[src/sv/shbr_pkg.sv]
package shbr_pkg;

  typedef enum logic [1:0] {
    REQ_CLEAR  = 2'd0,
    REQ_APPEND = 2'd1,
    REQ_NUMBER = 2'd2,
    REQ_TEXT   = 2'd3
  } req_t;

  typedef struct packed {
    logic [1:0]  req_type;
    logic [7:0]  data_byte;
    logic [5:0]  width;
    logic        signed_read;
    logic [13:0] text_limit;
    logic        new_string;
    logic        nl_stop;
  } in_item_t;

  typedef struct packed {
    logic signed [31:0] value;
    logic               at_end;
    logic               text_end;
  } out_item_t;

  typedef enum logic [2:0] {
    ST_IDLE,
    ST_RAW,
    ST_SYM,
    ST_DONE
  } state_t;

  localparam int MaxCodeLen = 16;
  localparam logic [7:0] ByteNewline = 8'h0A;
  localparam logic [7:0] BytePercent = 8'd37;
  localparam logic [7:0] ByteDot     = 8'd46;

  // code bits lsb first under a leading marker one
  localparam logic [11:0] CODE_ROM [256] = '{
    12'h006, 12'h03B, 12'h0C8, 12'h0EC, 12'h1A1, 12'h111, 12'h090, 12'h07F,
    12'h035, 12'h0B4, 12'h0E9, 12'h08B, 12'h093, 12'h06D, 12'h139, 12'h2AC,
    12'h0A5, 12'h258, 12'h3F0, 12'h3F8, 12'h5DD, 12'h7F3, 12'h62B, 12'h723,
    12'h2F4, 12'h58D, 12'h4AB, 12'h763, 12'h5EB, 12'h143, 12'h24F, 12'h1D4,
    12'h077, 12'h4D3, 12'h244, 12'h6CD, 12'h7C5, 12'h7F9, 12'h70D, 12'h7CD,
    12'h294, 12'h5AC, 12'h433, 12'h414, 12'h671, 12'h6F0, 12'h3F4, 12'h178,
    12'h0A7, 12'h1C3, 12'h1EF, 12'h397, 12'h153, 12'h1B1, 12'h20D, 12'h361,
    12'h207, 12'h2F1, 12'h399, 12'h591, 12'h523, 12'h2BC, 12'h344, 12'h5F3,
    12'h1CF, 12'h0D0, 12'h0FC, 12'h084, 12'h121, 12'h151, 12'h280, 12'h270,
    12'h33D, 12'h463, 12'h6D7, 12'h771, 12'h39D, 12'h6AB, 12'h5C7, 12'h733,
    12'h32C, 12'h49D, 12'h56B, 12'h76B, 12'h5D3, 12'h571, 12'h5E3, 12'h633,
    12'h4D7, 12'h6CB, 12'h370, 12'h2A8, 12'h2C7, 12'h305, 12'h2EB, 12'h1D8,
    12'h2F3, 12'h13C, 12'h3AB, 12'h38F, 12'h297, 12'h0B0, 12'h141, 12'h34F,
    12'h05C, 12'h128, 12'h2BD, 12'h2C4, 12'h198, 12'h28F, 12'h10C, 12'h1B3,
    12'h185, 12'h18C, 12'h147, 12'h179, 12'h0D9, 12'h0C0, 12'h117, 12'h119,
    12'h14B, 12'h1E1, 12'h1A3, 12'h173, 12'h16F, 12'h0E8, 12'h088, 12'h0E5,
    12'h05F, 12'h0A9, 12'h0CC, 12'h0FD, 12'h10F, 12'h183, 12'h101, 12'h187,
    12'h167, 12'h1E7, 12'h157, 12'h174, 12'h3CB, 12'h3C4, 12'h281, 12'h24D,
    12'h331, 12'h563, 12'h380, 12'h7D7, 12'h42B, 12'h545, 12'h46B, 12'h43D,
    12'h72B, 12'h4F9, 12'h4E3, 12'h645, 12'h52B, 12'h431, 12'h7EB, 12'h5B9,
    12'h314, 12'h5F9, 12'h533, 12'h42C, 12'h6DD, 12'h5C1, 12'h71D, 12'h5D1,
    12'h338, 12'h461, 12'h6E3, 12'h745, 12'h66B, 12'h4CD, 12'h4CB, 12'h54D,
    12'h238, 12'h7C1, 12'h63D, 12'h7BC, 12'h4C5, 12'h7AC, 12'h7E3, 12'h699,
    12'h7D3, 12'h614, 12'h603, 12'h5BC, 12'h69D, 12'h781, 12'h663, 12'h48D,
    12'h154, 12'h303, 12'h15D, 12'h060, 12'h089, 12'h7C7, 12'h707, 12'h1B8,
    12'h3F1, 12'h62C, 12'h445, 12'h403, 12'h51D, 12'h5C5, 12'h74D, 12'h41D,
    12'h200, 12'h7B9, 12'h4DD, 12'h581, 12'h50D, 12'h4B9, 12'h5CD, 12'h794,
    12'h5BD, 12'h594, 12'h78D, 12'h558, 12'h7BD, 12'h4C1, 12'h7DD, 12'h4F8,
    12'h2D1, 12'h291, 12'h499, 12'h6F8, 12'h423, 12'h471, 12'h6D3, 12'h791,
    12'h0C9, 12'h631, 12'h507, 12'h661, 12'h623, 12'h118, 12'h605, 12'h6C1,
    12'h5D7, 12'h4F0, 12'h6C5, 12'h700, 12'h7D1, 12'h7A8, 12'h61D, 12'hD00,
    12'h405, 12'h758, 12'h6F9, 12'h5A8, 12'h6B9, 12'h68D, 12'h0AF, 12'h064
  };

  typedef struct packed {
    logic [255:0] hit;
    logic         deeper;
  } match_t;

  // compare a partial code of n bits against all table entries
  function automatic match_t code_match(input logic [15:0] acc, input logic [4:0] n);
    match_t m;
    logic [11:0] c;
    logic [11:0] mask;
    m = '0;
    mask = (n >= 5'd12) ? 12'hFFF : ((12'd1 << n) - 12'd1);
    for (int s = 0; s < 256; s++) begin
      c = CODE_ROM[s];
      if ((c & mask) == acc[11:0] && (n >= 5'd12 || acc[15:12] == 4'd0)) begin
        if (n < 5'd12 && c[n[3:0]] && ((c >> n) == 12'd1)) m.hit[s] = 1'b1;
        else if (n < 5'd12 && ((c >> n) > 12'd1)) m.deeper = 1'b1;
      end
    end
    return m;
  endfunction

  function automatic logic [8:0] top_hit(input logic [255:0] hit);
    logic [8:0] r;
    r = 9'h100;
    for (int s = 0; s < 256; s++) begin
      if (hit[s]) r = {1'b0, 8'(s)};
    end
    return r;
  endfunction

endpackage

[src/sv/shbr_queue.sv]
module shbr_queue
  import shbr_pkg::*;
(
  input  logic     clk,
  input  logic     rst_n,
  input  logic     push,
  input  in_item_t push_item,
  input  logic     pop,
  output logic     full,
  output logic     valid,
  output in_item_t head
);

  in_item_t    mem_r [2];
  logic [1:0]  cnt_r, cnt_nxt;
  logic        wp_r, rp_r;

  assign full  = cnt_r == 2'd2;
  assign valid = cnt_r != 2'd0;
  assign head  = mem_r[rp_r];

  always_comb begin
    cnt_nxt = cnt_r + 2'(push) - 2'(pop);
  end

  always_ff @(posedge clk) begin
    if (push) mem_r[wp_r] <= push_item;
    if (!rst_n) begin
      cnt_r <= '0;
      wp_r  <= 1'b0;
      rp_r  <= 1'b0;
    end else begin
      cnt_r <= cnt_nxt;
      if (push) wp_r <= ~wp_r;
      if (pop)  rp_r <= ~rp_r;
    end
  end

  assert property (@(posedge clk) disable iff (!rst_n) full |-> !push)
    else $error("queue overflow");
  assert property (@(posedge clk) disable iff (!rst_n) !valid |-> !pop)
    else $error("queue underflow");

endmodule

[config.mk]
export PLATFORM = sky130hd
export DESIGN_NAME = shbr_queue
export DESIGN_NICKNAME = d
export VERILOG_FILES = /design/src/sv/shbr_pkg.sv /design/src/sv/shbr_queue.sv
export SDC_FILE = /design/constraint.sdc
export NUM_CORES = 1
export LEC_CHECK = 0
export BUFFER_PORTS_ARGS = -buffer_cell sky130_fd_sc_hd__buf_2
export CAP_MARGIN = 30
export CORE_ASPECT_RATIO = 0.9
export CORE_UTILIZATION = 45
export DETAILED_ROUTE_END_ITERATION = 10
export GPL_ROUTABILITY_DRIVEN = 0
export PLACE_DENSITY = 0.78
export RECOVER_POWER = 25
export SETUP_SLACK_MARGIN = 0.15
export SKIP_LAST_GASP = 1
export SYNTH_ARGS = -nofsm -noshare
export SYNTH_HDL_FRONTEND = slang
export SYNTH_SLANG_ARGS = --single-unit
[constraint.sdc]
create_clock -name clk -period 2 [get_ports clk]
set_input_delay 0.1 -clock clk [delete_from_list [all_inputs] [get_ports clk]]
set_output_delay 0.1 -clock clk [all_outputs]
set_load 0.01 [all_outputs]
==> results.json <==
{
  "via_per_inst": 4.551,
  "root_buffer": "clkbuf_8",
  "final_cell_mix": "edfxtp_1, buf_2, dlygate4sd3_1",
  "insertion_delay_ns": 0.33,
  "nNetsFinal": 280,
  "holdPathEnd": "rp_r$_SDFFE_PN0P_",
  "dr.first_iter.drc_count": 66,
  "syn_to_final_growth_pct": 35.20,
  "fin_cells": 316,
  "synth_cell_types": 14,
  "fin_util": 0.6456,
  "track_usage": 0.1632,
  "period_needed_ns": 1.692,
  "leakage_nw": 1.504,
  "grt_pass1_vias": 1580,
  "worstPathRequired_ns": 1.90,
  "antenna_found_initial": 0,
  "antenna_cells": 0,
  "synth_top_area_frac": 0.7167,
  "cts_tree": "yes",
  "grt_max_degree": 25,
  "whs_ns": 0.03445,
  "place_ws_ns": 0.6603,
  "synth_top_area_cell": "edfxtp_1",
  "ios": 72,
  "crit_chain": "buf_4 -> mux2_4 -> buf_2",
  "design_area_sq_mm": 0.003739,
  "cpPeakStageDelay_ns": 0.51,
  "drt-pass1-iter-count": 11,
  "design.core.area_sq_mm": 0.005791,
  "p_per_area_mw_per_mm2": 924.4,
  "fin_setup_tns_ns": 0,
  "grt_first_pass_wirelength_um": 7638,
  "yosys_warnings": 0,
  "synthTopCellsByArea": "edfxtp_1, mux2_4, dfxtp_1, buf_12, mux2_2",
  "drv_cap": 0,
  "critPathSlowestCell": "dfxtp_2",
  "syn-cell-area_sq_mm": 0.002765,
  "p_total_mw": 3.456,
  "dp_cells": 267,
  "die-area_sq_mm": 0.006463,
  "clock_path_buffers": 2,
  "fmaxAchievable_ghz": 0.5910,
  "drive_above_1_share": 0.4715,
  "skew_ns": 0.005127,
  "dieWidth_um": 84.63,
  "numCtsBuffers": 9,
  "report.final.hold_viol_count": 0,
  "rr_worst_depth": 2,
  "final_antenna_net_count": 0,
  "avgSynthCellArea_sq_um": 22.30,
  "relSlewSlack": 0.6730,
  "num_rows": 26,
  "htreeDepth": 3,
  "synthCells": 124,
  "cp_max_fo": 11,
  "r2r_setup_slack_ns": 0.71,
  "status": "finished, violations left",
  "cts_setup_buffers": 0,
  "hold_path_depth": 2,
  "slew_viol_final": 0,
  "num_vias": 1438,
  "rsz0062_at_grt": "false",
  "grt_overflow_total": 0,
  "startpoint_type": "register",
  "final_common_cell": "edfxtp_1",
  "hpwl_um": 2943,
  "setup_viol": 0,
  "violations": "DRC",
  "max-vdd-ir-drop_mv": 0.4583,
  "period_share": 0.8460,
  "clkTransAtPathRegs_ns": 0.07,
  "r2r-end": "mem_r[0][26]$_DFFE_PP_",
  "initial_utilization": 0.4775,
  "port-buffer-count": 71,
  "worst_pin_slew_ns": 0.4894,
  "worst_slack_ns": 0.3081,
  "min-delay-start": "rst_n",
  "timing.rr.start": "wp_r$_SDFFE_PN0P_",
  "hold_class": "in2reg",
  "place_area_sq_mm": 0.003203,
  "ys_seq_area_frac": 0.7529,
  "post_drt_wl_per_cell_um": 14.88,
  "critPathCaptureType": "primary output",
  "synth_nets": 163,
  "cts_sinks": 71,
  "route.detailed.drc": 2,
  "die_y_um": 76.37,
  "wl_um": 4702,
  "crit_type": "reg2out",
  "synth-seq-cells": 71,
  "cp_data_arrival_time_ns": 1.59
}
flip-flops by register name, summed over array words and instances, names as in the netlist, named ones only:
signal / cells
cnt_r: 2
rp_r: 1
mem_r: 66
wp_r: 1
power by group:
group / total, mW / internal, mW / switching (mW)
combinational: 0.463 / 0.273 / 0.190
clock: 1.24 / 0.732 / 0.511
sequential: 1.75 / 1.71 / 0.0356
total: 3.46 / 2.72 / 0.736
how the worst max path moves through the flow:
stage	to	slack (ns)	cells after the start
floorplan	mem_r[0][0]$_DFFE_PP_	0.39	1
detailed placement	head[4]	0.66	3
global placement	head[4]	0.66	3
CTS	head[8]	0.28	3
global route	head[26]	0.21	3
finish	head[26]	0.31	3
logic make-up (layout without fill, tap and decap cells):
group	after synthesis	in the layout	synth area share
AOI/OAI and AO/OA	1	1	0.002716
xor gates and xnor gates	2	2	0.01131
adders and majority gates	2	2	0.009048
buffers and inverters	6	128	0.02851
DFF	71	71	0.7529
muxes	33	33	0.1751
and+or+nand+nor	9	9	0.02036
final cells by class:
cell class / count / area, sq um
Sequential cell: 71 / 2083
Fill cell: 426 / 2052
Timing Repair Buffer: 110 / 726.9
Multi-Input combinational cell: 47 / 611.8
Clock buffer: 10 / 137.6
Tap cell: 70 / 87.58
Clock inverter: 6 / 83.83
Inverter: 2 / 7.507
layer usage:
metal / GRT usage / vias to the layer above / part of all wire
met2: 0.2699 / 47 / 0.51
met3: 0.04009 / 10 / 0.037
li1: - / 712 / -
met5: 0 / - / 0
met4: 0.1102 / 0 / 0.029
met1: 0.1879 / 669 / 0.43
Yosys cell counts:
| library cell | number |
|---|---|
| dfxtp_1 | 5 |
| ha_1 | 2 |
| mux2_2 | 3 |
| buf_6 | 1 |
| inv_1 | 2 |
| xnor3_1 | 1 |
| edfxtp_1 | 66 |
| xor2_1 | 1 |
| nor2b_1 | 4 |
| mux2_4 | 30 |
| buf_12 | 3 |
| or2_2 | 1 |
| and2_1 | 4 |
| o21a_1 | 1 |
repair_timing:
action	CTS	global route
resized for setup	0	0
hold buffers	33	0
setup endpoints to repair	0	0
endpoints found under the hold margin	66	0
critical path, delay by kind of cell, from the launching register on:
family                 cells  cell delay (ns)
DFF                        1             0.51
muxes                      1             0.32
buffers and inverters      2             0.43
Note: power is estimated with default switching activity, not from simulation.
